<file path="config.mk">
export PLATFORM = sky130hd
export DESIGN_NAME = base64_stream_codec
export DESIGN_NICKNAME = d
export VERILOG_FILES = /design/src/rtl/b64sc_pkg.sv /design/src/rtl/b64sc_core.sv /design/src/rtl/b64sc_fifo.sv /design/src/rtl/base64_stream_codec.sv
export SDC_FILE = /design/constraint.sdc
export NUM_CORES = 1
export LEC_CHECK = 0
export ABC_AREA = 0
export BUFFER_PORTS_ARGS = -buffer_cell sky130_fd_sc_hd__buf_2
export CAP_MARGIN = 5
export CORE_MARGIN = 2
export CORE_UTILIZATION = 60
export CTS_BUF_LIST = sky130_fd_sc_hd__clkbuf_8
export CTS_CLUSTER_SIZE = 16
export DETAILED_ROUTE_END_ITERATION = 7
export HOLD_SLACK_MARGIN = 0.06
export PLACE_DENSITY = 0.92
export SYNTH_ARGS = -nofsm -noshare
export SYNTH_HDL_FRONTEND = slang
export SYNTH_SLANG_ARGS = --single-unit
</file>
<file path="constraint.sdc">
create_clock -name clk -period 3.55 [get_ports clk]
set_input_delay 0.71 -clock clk [delete_from_list [all_inputs] [get_ports clk]]
set_output_delay 0.71 -clock clk [all_outputs]
set_load 0.02 [all_outputs]
</file>
<file path="src/rtl/b64sc_pkg.sv">
`default_nettype none
// ----------------------------------------------------------------------------
// b64sc_pkg
// word types and alphabet mapping shared by the base64 stream codec
// ----------------------------------------------------------------------------
package b64sc_pkg;

    typedef struct packed {
        logic [7:0] in_byte;
        logic       in_last;
    } in_word_t;

    typedef struct packed {
        logic [7:0] out_byte;
        logic       out_has_data;
        logic       out_last;
    } out_word_t;

    // results of one item: first word, second word and how many are real
    typedef struct packed {
        out_word_t  r0;
        out_word_t  r1;
        logic [1:0] n;
    } res_t;

    // result queue status towards the top level
    typedef struct packed {
        logic [2:0] level;
        logic       room;
    } fifo_status_t;

    localparam int unsigned FIFO_DEPTH = 4;

    function automatic logic [7:0] sextet_to_char(input logic [5:0] v);
        logic [7:0] w;
        logic [7:0] c;
        w = {2'b00, v};
        if (v < 6'd26)
            c = 8'(w + 8'd65);
        else if (v < 6'd52)
            c = 8'(w + 8'd71);
        else if (v < 6'd62)
            c = 8'(w - 8'd4);
        else if (v == 6'd62)
            c = 8'd43;
        else
            c = 8'd47;
        return c;
    endfunction

    // anything outside the alphabet, the pad character included, reads as zero
    function automatic logic [5:0] char_to_sextet(input logic [7:0] c);
        logic [5:0] v;
        case (c) inside
            [8'd65:8'd90]:  v = 6'(c - 8'd65);
            [8'd97:8'd122]: v = 6'(c - 8'd71);
            [8'd48:8'd57]:  v = 6'(c + 8'd4);
            8'd43:          v = 6'd62;
            8'd47:          v = 6'd63;
            default:        v = 6'd0;
        endcase
        return v;
    endfunction

endpackage
`default_nettype wire

</file>
<file path="src/rtl/b64sc_core.sv">
`default_nettype none
// ----------------------------------------------------------------------------
// b64sc_core
// group phase and carry bits, and the result words of one item
// ----------------------------------------------------------------------------
module b64sc_core
(
    input  wire logic                clk,
    input  wire logic                rst_n,
    input  wire logic                fire,
    input  wire logic                clear,
    input  wire logic                decode_mode,
    input  wire b64sc_pkg::in_word_t item,
    output b64sc_pkg::res_t          res
);

    localparam logic [1:0] PH_START = 2'd0;
    localparam logic [1:0] PH_ONE   = 2'd1;
    localparam logic [1:0] PH_TWO   = 2'd2;
    localparam logic [1:0] PH_THREE = 2'd3;

    logic [1:0] phase_reg;
    logic [1:0] phase_next;
    logic [5:0] carry_reg;
    logic [5:0] carry_next;
    logic [7:0] b;
    logic [5:0] v;

    assign b = item.in_byte;
    assign v = b64sc_pkg::char_to_sextet(b);

    always_comb
    begin
        res        = '0;
        phase_next = phase_reg;
        carry_next = carry_reg;
        if (!decode_mode)
        begin
            case (phase_reg)
                PH_ONE:
                begin
                    res.r0     = '{b64sc_pkg::sextet_to_char({carry_reg[1:0], b[7:4]}),
                                   1'b1, 1'b0};
                    res.r1     = '{b64sc_pkg::sextet_to_char({b[3:0], 2'b00}), 1'b1, 1'b0};
                    res.n      = item.in_last ? 2'd2 : 2'd1;
                    carry_next = {2'b00, b[3:0]};
                    phase_next = PH_TWO;
                end
                PH_TWO:
                begin
                    res.r0     = '{b64sc_pkg::sextet_to_char({carry_reg[3:0], b[7:6]}),
                                   1'b1, 1'b0};
                    res.r1     = '{b64sc_pkg::sextet_to_char(b[5:0]), 1'b1, 1'b0};
                    res.n      = 2'd2;
                    carry_next = '0;
                    phase_next = PH_START;
                end
                default:
                begin
                    // phase three never arises here and is taken as a group start
                    res.r0     = '{b64sc_pkg::sextet_to_char(b[7:2]), 1'b1, 1'b0};
                    res.r1     = '{b64sc_pkg::sextet_to_char({b[1:0], 4'b0000}), 1'b1, 1'b0};
                    res.n      = item.in_last ? 2'd2 : 2'd1;
                    carry_next = {4'b0000, b[1:0]};
                    phase_next = PH_ONE;
                end
            endcase
        end
        else
        begin
            case (phase_reg)
                PH_START:
                begin
                    // lone trailing character gives an empty end marker
                    res.r0     = '{8'd0, 1'b0, 1'b0};
                    res.n      = item.in_last ? 2'd1 : 2'd0;
                    carry_next = v;
                    phase_next = PH_ONE;
                end
                PH_ONE:
                begin
                    res.r0     = '{{carry_reg, v[5:4]}, 1'b1, 1'b0};
                    res.n      = 2'd1;
                    carry_next = {2'b00, v[3:0]};
                    phase_next = PH_TWO;
                end
                PH_TWO:
                begin
                    res.r0     = '{{carry_reg[3:0], v[5:2]}, 1'b1, 1'b0};
                    res.n      = 2'd1;
                    carry_next = {4'b0000, v[1:0]};
                    phase_next = PH_THREE;
                end
                default:
                begin
                    res.r0     = '{{carry_reg[1:0], v}, 1'b1, 1'b0};
                    res.n      = 2'd1;
                    carry_next = '0;
                    phase_next = PH_START;
                end
            endcase
        end
        if (item.in_last)
        begin
            if (res.n == 2'd1)
                res.r0.out_last = 1'b1;
            if (res.n == 2'd2)
                res.r1.out_last = 1'b1;
            carry_next = '0;
            phase_next = PH_START;
        end
    end

    always_ff @(posedge clk or negedge rst_n)
    begin
        if (!rst_n)
        begin
            phase_reg <= PH_START;
            carry_reg <= '0;
        end
        else if (clear)
        begin
            phase_reg <= PH_START;
            carry_reg <= '0;
        end
        else if (fire)
        begin
            phase_reg <= phase_next;
            carry_reg <= carry_next;
        end
    end

endmodule
`default_nettype wire

</file>
<file path="src/rtl/b64sc_fifo.sv">
`default_nettype none
// ----------------------------------------------------------------------------
// b64sc_fifo
// result queue taking up to two words per cycle and giving one while not stalled
// ----------------------------------------------------------------------------
module b64sc_fifo
(
    input  wire logic                 clk,
    input  wire logic                 rst_n,
    input  wire logic                 push,
    input  wire b64sc_pkg::res_t      res,
    output logic                      out_valid,
    input  wire logic                 out_stall,
    output b64sc_pkg::out_word_t      out_data,
    output b64sc_pkg::fifo_status_t   status
);

    localparam int unsigned PW = $clog2(b64sc_pkg::FIFO_DEPTH);
    localparam int unsigned LW = $clog2(b64sc_pkg::FIFO_DEPTH + 1);

    b64sc_pkg::out_word_t mem_reg [b64sc_pkg::FIFO_DEPTH];
    logic [PW-1:0] wr_ptr_reg;
    logic [PW-1:0] wr_ptr_next;
    logic [PW-1:0] wr_ptr_one;
    logic [PW-1:0] rd_ptr_reg;
    logic [PW-1:0] rd_ptr_next;
    logic [LW-1:0] level_reg;
    logic [LW-1:0] level_next;
    logic [1:0]    n_push;
    logic          pop;

    assign n_push      = push ? res.n : 2'd0;
    assign pop         = out_valid && !out_stall;
    assign wr_ptr_one  = PW'(wr_ptr_reg + 1'b1);
    assign wr_ptr_next = PW'(wr_ptr_reg + n_push);
    assign rd_ptr_next = PW'(rd_ptr_reg + pop);
    assign level_next  = LW'(level_reg + LW'(n_push) - LW'(pop));

    assign out_valid    = (level_reg != '0);
    assign out_data     = mem_reg[rd_ptr_reg];
    assign status.level = level_reg;
    assign status.room  = (level_reg <= LW'(b64sc_pkg::FIFO_DEPTH - 2));

    always_ff @(posedge clk)
    begin
        if (n_push != 2'd0)
            mem_reg[wr_ptr_reg] <= res.r0;
        if (n_push == 2'd2)
            mem_reg[wr_ptr_one] <= res.r1;
    end

    always_ff @(posedge clk or negedge rst_n)
    begin
        if (!rst_n)
        begin
            wr_ptr_reg <= '0;
            rd_ptr_reg <= '0;
            level_reg  <= '0;
        end
        else
        begin
            wr_ptr_reg <= wr_ptr_next;
            rd_ptr_reg <= rd_ptr_next;
            level_reg  <= level_next;
        end
    end

endmodule
`default_nettype wire

</file>
<file path="src/rtl/base64_stream_codec.sv">
`default_nettype none
// ----------------------------------------------------------------------------
// base64_stream_codec
// streaming base64 encoder and decoder, standard alphabet, no padding
// ----------------------------------------------------------------------------
//
//  channel   | direction | word                      | handshake
//  ----------+-----------+---------------------------+------------------------
//  in        | in        | in_byte, in_last          | in_valid / in_stall
//  out       | out       | out_byte, has_data, last  | out_valid / out_stall
//  apb       | in / out  | decode_mode at address 0  | psel, penable, pready
//
//  one input word is taken per cycle into the input register while in_stall
//  is low; from there it passes through the codec logic once the queue has room,
//  and its result words, none, one or two, land in a four-word result queue,
//  which sends one word per cycle while out_stall is low; encoding gives four
//  characters per three bytes, so the result port limits the long-run rate;
//  decoding gives at most one byte per character
//  in_stall rises only while the input register holds a word and the queue
//  has fewer than two free places, so a stalled result port backs up here
//  reset clears the queue, the input register, the group state and the mode
//
// ----------------------------------------------------------------------------
module base64_stream_codec
(
    input  wire logic                  clk,
    input  wire logic                  rst_n,
    // input words
    input  wire logic                  in_valid,
    output logic                       in_stall,
    input  wire b64sc_pkg::in_word_t   in_data,
    // result words
    output logic                       out_valid,
    input  wire logic                  out_stall,
    output b64sc_pkg::out_word_t       out_data,
    // configuration
    input  wire logic                  psel,
    input  wire logic                  penable,
    input  wire logic                  pwrite,
    input  wire logic [2:0]            paddr,
    input  wire logic [31:0]           pwdata,
    output logic [31:0]                prdata,
    output logic                       pready
);

    // register index: byte address divided by four
    localparam logic REG_DECODE_MODE = 1'b0;

    logic                    decode_mode_reg;
    logic                    cfg_write;
    logic                    st_valid_reg;
    logic                    st_valid_next;
    b64sc_pkg::in_word_t     st_item_reg;
    logic                    accept_in;
    logic                    advance;
    b64sc_pkg::res_t         res;
    b64sc_pkg::fifo_status_t fifo_status;

    // ------------------------------------------------------------------
    // configuration port, zero wait states
    // ------------------------------------------------------------------
    assign pready    = 1'b1;
    assign cfg_write = psel && penable && pwrite && pready && (paddr[2] == REG_DECODE_MODE);
    assign prdata    = (paddr[2] == REG_DECODE_MODE) ? {31'd0, decode_mode_reg} : 32'd0;

    always_ff @(posedge clk or negedge rst_n)
    begin
        if (!rst_n)
            decode_mode_reg <= 1'b0;
        else if (cfg_write)
            decode_mode_reg <= pwdata[0];
    end

    // ------------------------------------------------------------------
    // input register: moves on whenever the queue can take two words
    // ------------------------------------------------------------------
    assign advance       = st_valid_reg && fifo_status.room;
    assign in_stall      = st_valid_reg && !fifo_status.room;
    assign accept_in     = in_valid && !in_stall;
    assign st_valid_next = accept_in || (st_valid_reg && !advance);

    always_ff @(posedge clk or negedge rst_n)
    begin
        if (!rst_n)
            st_valid_reg <= 1'b0;
        else
            st_valid_reg <= st_valid_next;
    end

    always_ff @(posedge clk)
    begin
        if (accept_in)
            st_item_reg <= in_data;
    end

    // ------------------------------------------------------------------
    // codec logic and group state
    // ------------------------------------------------------------------
    b64sc_core u_core
    (
        .clk         (clk),
        .rst_n       (rst_n),
        .fire        (advance),
        .clear       (cfg_write),
        .decode_mode (decode_mode_reg),
        .item        (st_item_reg),
        .res         (res)
    );

    // ------------------------------------------------------------------
    // result queue
    // ------------------------------------------------------------------
    b64sc_fifo u_fifo
    (
        .clk       (clk),
        .rst_n     (rst_n),
        .push      (advance),
        .res       (res),
        .out_valid (out_valid),
        .out_stall (out_stall),
        .out_data  (out_data),
        .status    (fifo_status)
    );

    // ------------------------------------------------------------------
    // checks
    // ------------------------------------------------------------------
    a_level_bound: assert property (@(posedge clk) disable iff (!rst_n)
        fifo_status.level <= 3'(b64sc_pkg::FIFO_DEPTH))
        else $error("result queue overfilled");

    a_encode_emits: assert property (@(posedge clk) disable iff (!rst_n)
        advance && !decode_mode_reg |-> res.n != 2'd0)
        else $error("encoded byte gave no character");

    a_push_shows: assert property (@(posedge clk) disable iff (!rst_n)
        advance && res.n != 2'd0 |=> out_valid)
        else $error("pushed result not offered");

    a_last_marked: assert property (@(posedge clk) disable iff (!rst_n)
        advance && st_item_reg.in_last && res.n != 2'd0 |->
        (res.n == 2'd1 && res.r0.out_last) || (res.n == 2'd2 && res.r1.out_last))
        else $error("final result not marked last");

endmodule
`default_nettype wire

</file>
# Yosys cells after proc, flatten, opt, wreduce, memory -nomap -nowiden
# Memory sizes are Yosys's and may differ from the RTL's.
# Cells that the tools add are included.
# word_totals
reg_bits	26
ramBits	40
output_inout_bits	45
elab_cells	150
mem_count	1
# op_classes
add_sub_neg	26
magnitude_cmp	25
eq_ne	11
mux	57
bitwise	1
reduce_logical	20
# memory_table
memory	depth	width	read_ports	rd_clocked_by_memory_dff	write_ports	line	rtl
u_fifo.mem_reg	4	10	1	0	2	b64sc_fifo.sv:21	b64sc_pkg::out_word_t mem_reg [b64sc_pkg::FIFO_DEPTH];
# op_table
operator	n
$mux 8	18
$add 6x7->8 const B	12
$lt 6x6->1 const B	12
$mux 6	9
$pmux 22 s2	1
$sub 6x3->7 const B	6
$lt 6x5->1 const B	6
$pmux 10 s3	1
$eq 6x6->1 const B	4
$mux 10	2
$pmux 6 s3	1
$eq 8x6->1 const B	2
$ge 8x7->1 const B	2
$le 8x7->1 const B	2
$mux 2	8
$mux 3	4
$logic_and 1x1->1	11
$mux 1	10
$ge 8x6->1 const B	1
$le 8x6->1 const B	1
$pmux 4 s2	1
$add 6x3->6 const B	1
$eq 2x2->1 const B	3
$pmux 2 s3	1
other kinds (16)	21

# Logic depth before layout (Yosys ltp)
# logic_depth
ltp_word	11
ltp_mapped	12

# By module
# Synthesis repeated with hierarchy kept, for this count alone.
# hier_totals
cells_unflattened	678
area_unflattened_um2	6296.0
# modules_own_cells
mod	instances	cells_per_inst	area_per_inst_um2	seq_area_each_um2
b64sc_core	1	483	3226.8	200.2
b64sc_fifo	1	142	2434.8	1376.3
base64_stream_codec	1	53	634.4	320.3

# Least setup slack after synthesis
# Ideal clock, no wire load.
# synth_timing
path_kind	register to register
startpoint	register st_item_reg[3] in the netlist's numbering
endpoint	memory u_fifo.mem_reg[1][5] in the netlist's numbering (data pin)
setup_time_ps	283
arrival_time_ps	2847
slack_ps	420
path_stages_with_launch	13
path_buffers	3
period_less_slack_ps	3130
path_cell_list	edfxtp_1 buf_2 buf_1 inv_1 ha_1 a21oi_2 a311oi_2 or3_1 buf_4 a311o_1 a21oi_2 a211o_1 o211ai_1
# synth_rtl
element	line	rtl
start, declared	base64_stream_codec.sv:53	b64sc_pkg::in_word_t st_item_reg;
start signal, assigned	base64_stream_codec.sv:93	st_item_reg <= in_data;
end, declared	b64sc_fifo.sv:21	

==> results by group <==
Placement
  • Area post-placement: 6450 um^2
  • DPL Wire Length: approximately 13000 um
  • Port bufs: 30
  • GPL Wtd Cong: between 0.9 and 1

Logic synthesis
  • Post-synth cell types: 74
  • Post-synth EDFFs: 49
  • Syn. warnings: 0
  • Seq/Total Area, Yosys: 30.3%
  • Synth Flop Type: edfxtp_1
  • Mapped Cells: 719
  • Cell area after synthesis: 6250 um^2
  • Mapped Avg Cell Area: 8.70 um^2
  • Register bit total from synthesis: 66
  • Post-synth ARST share: 25.8%

GRT
  • Vias in the first global route: 5648
  • Initial antenna violation count: 0
  • Largest net degree at the start of global routing: 25
  • GRT overflow: 0
  • All-Layer GR Usage: 32.7%
  • First-pass GRT wire length: 29300 um

Power
  • Psw: 2440 uW
  • Clock network power share: 12.9%
  • Internal power: 2570 uW
  • LEAKAGE: 0.00260 uW
  • Maximum vdd drop: 324 uV
  • Sw Ratio: between 40% and 50%
  • Comb power frac: between 50% and 60%
  • Power Dens Cells: ~750 nW/um^2
  • Reg power frac: 28.1%

Timing
  • Transition time of the tightest slew-check pin: 0.759 ns
  • Slew HR: between 40% and 50%
  • Fin crit period: roughly 3.3 ns
  • Fin crit share: between 90% and 100%
  • Max Slew Vio Count: 0
  • Fmax achieved: 304 MHz
  • Fin. Hold Viols: 0
  • Layout Skew: 0.0101 ns
  • Final setup viols: 0
  • Unrepaired setup endpoints after global routing: no
  • Post-Route Setup TNS: 0 ns

Worst hold path
  • Worst Hold Class: input pin to asynchronous set/reset pin

Cells and area
  • Max reg flops: 40
  • Design Area, Final: 6650 um^2
  • Final #Nets: 824
  • Synth-to-layout area growth: 6.40%
  • Layout fillers: 802
  • Layout cell share with drive strength beyond 1: 15.0%
  • Ant. Diodes: 0

CTS
  • Clock slew at reported path FFs: 0.08 ns
  • Clock insertion delay at the later pin of the skew report: between 0.3 and 0.4 ns
  • Htree depth: 3
  • CTS tree: built
  • Clk buf depth: 2
  • Root buffer cell: clkbuf_8
  • CTS Buf Count: 9
  • Clock tree sinks: 66

Floorplan
  • Cell Rows: 37
  • Core Box Area: 10200 um^2
  • DIE HEIGHT: 106 um
  • Boundary pin count: 96
  • Chip width: 106 um
  • Initial Util: 61.1%
  • Die area: 11300 um^2

Critical path
  • FF-to-FF Start: st_item_reg[5]$_DFFE_PP_
  • CP Launch Type: flop
  • Worst reg-to-reg path cell count: 9
  • Arrival time worst endpoint: around 3.4 ns
  • Worst Path Max Fanout: 8
  • CP Data Required Time: 3.63 ns
  • Launch point of the critical path: st_item_reg[5]$_DFFE_PP_
  • Critical path class: flop to flop
  • Crit end category: flop
  • Crit path to: u_fifo.mem_reg[1][2]$_DFFE_PP_
  • Register-to-register setup slack: roughly 0.26 ns
  • Reg-to-Reg End: u_fifo.mem_reg[1][2]$_DFFE_PP_

Job
  • Max_cap viols: 0

Route
  • Wire per inst: 21.1 um
  • Drt drc: 0
  • 1st-iter DRT viols: between 800 and 900
  • Pre-antenna DRT Iters: 8
  • Post-DRT Antenna Nets: 0
  • Routed via count: between 6000 and 7000
  • Drt via density: 7.01
  • Routed wire length: ~18000 um

Run status
  • Status: complete, no violations
cell families (layout without fill, tap and decap cells):
family / Yosys count / after routing / share of synthesized area (%)
AO/OA/AOI/OAI: 222 / 222 / 25.2
XOR/XNOR: 23 / 23 / 3.22
adder cells (fa/ha/maj): 38 / 38 / 7.72
buffers and inverters: 122 / 113 / 9.73
flip-flops: 66 / 66 / 30.3
multiplexers: 24 / 24 / 5.86
other: 2 / 32 / 0.120
AND/OR/NAND/NOR: 222 / 222 / 17.8
layout by cell type (no fill, tap or decap), drive strengths merged, types with 9 or more instances in the layout:
cell type	instances
a221o	10
inv	35
buf	63
nor2b	11
clkbuf	9
edfxtp	49
nand3	32
or3	11
mux4	10
ha	37
nor2	46
o21ai	44
dfrtp	17
nand2	53
o31ai	9
and3	9
nand2b	11
nor3	21
mux2i	13
conb	32
a21oi	47
a211oi	14
xnor2	19
o211ai	12
a31oi	13
a22oi	10
worst min path at each step:
stage / startpoint / slack, ns / depth (start not counted) / end
final: rst_n / 0.27 / 1 / u_fifo.rd_ptr_reg[1]$_DFF_PN0_
after global routing: rst_n / 0.30 / 1 / u_fifo.rd_ptr_reg[0]$_DFF_PN0_
after detailed placement: u_core.carry_reg[4]$_DFFE_PN0P_ / 0.49 / 1 / u_core.carry_reg[4]$_DFFE_PN0P_
after global placement: u_core.carry_reg[5]$_DFFE_PN0P_ / 0.48 / 1 / u_core.carry_reg[5]$_DFFE_PN0P_
after CTS: rst_n / 0.28 / 1 / u_core.phase_reg[1]$_DFFE_PN0P_
after floorplan: rst_n / 0.41 / 0 / decode_mode_reg$_DFFE_PN0P_
per-stage QoR:
step                cells  hold WS, ns  utilization (%)  setup WS (ns)  total power (uW)
floorplan             749        0.414                -          0.420              3430
global placement      860        0.482             63.1          0.355              4090
detailed placement    860        0.491             63.1          0.240              4260
CTS                   876        0.277             65.0          0.200              4910
global route          876        0.299             65.0          0.129              5270
finish                876        0.271             65.0          0.263              5010
area by class of cell:
class | instances | area [um^2] | share of cell area, %
Clock inverter | 7 | 68.8 | 1.03
Tap cell | 136 | 170 | 2.56
Multi-Input combinational cell | 561 | 3870 | 58.1
Inverter | 34 | 128 | 1.92
Sequential cell | 66 | 1900 | 28.5
Clock buffer | 9 | 124 | 1.86
Timing Repair Buffer | 63 | 398 | 5.98
power by group through the flow:
stage	clock network (uW)	registers, uW	logic (uW)
global placement	0	1380	2710
CTS	645	1400	2860
detailed placement	0	1410	2840
finish	647	1410	2960
global route	671	1430	3160
floorplan	0	1250	2180
synthesized netlist by cell type, drive strengths merged, types with 5 or more instances:
library cell,count,area (um^2)
a31oi,13,81.3
a31o,6,52.6
nor4,6,43.8
nor2,46,175
edfxtp,49,1470
clkbuf,34,128
o311ai,5,43.8
and2,5,31.3
dfrtp,17,425
ha,37,463
o21ai,44,220
nand4,6,37.5
nand2b,11,68.8
o31ai,9,67.6
inv,34,128
a22oi,10,75.1
xnor2,19,166
mux4,10,225
a211oi,14,110
and3,9,56.3
a21o,7,52.6
nor3,21,110
a221oi,7,78.8
a221o,10,100
nand2,53,199
nand3,32,160
buf,54,353
a311oi,6,71.3
nor2b,11,68.8
or3,11,68.8
a21oi,47,246
mux2i,13,130
o211ai,12,90.1
routing by layer:
layer | wire, um | global-route usage, % | up-vias
met5 | 0 | 0 | -
met4 | 664 | 11.4 | 0
met3 | 2040 | 5.58 | 80
met2 | 8960 | 56.2 | 482
met1 | 6830 | 41.7 | 2903
li1 | - | - | 2677
worst max-delay path: stages, from the launching register on:
cell      delay (ns)
edfxtp_1        0.54
inv_1           0.24
ha_1            0.37
nand2b_1        0.16
o21ai_0         0.17
nor3_1          0.45
o21ai_0         0.19
a31o_2          0.29
a32oi_1         0.45
nand3_1         0.15
repair_timing:
action / CTS / global route
endpoints found under the setup margin: 0 / 12
setup buffers: 0 / 0
resized for setup: 0 / 2
endpoints found under the hold margin: 0 / 0
hold buffers: 0 / 0
No activity file was read; power rests on OpenSTA's default activity.
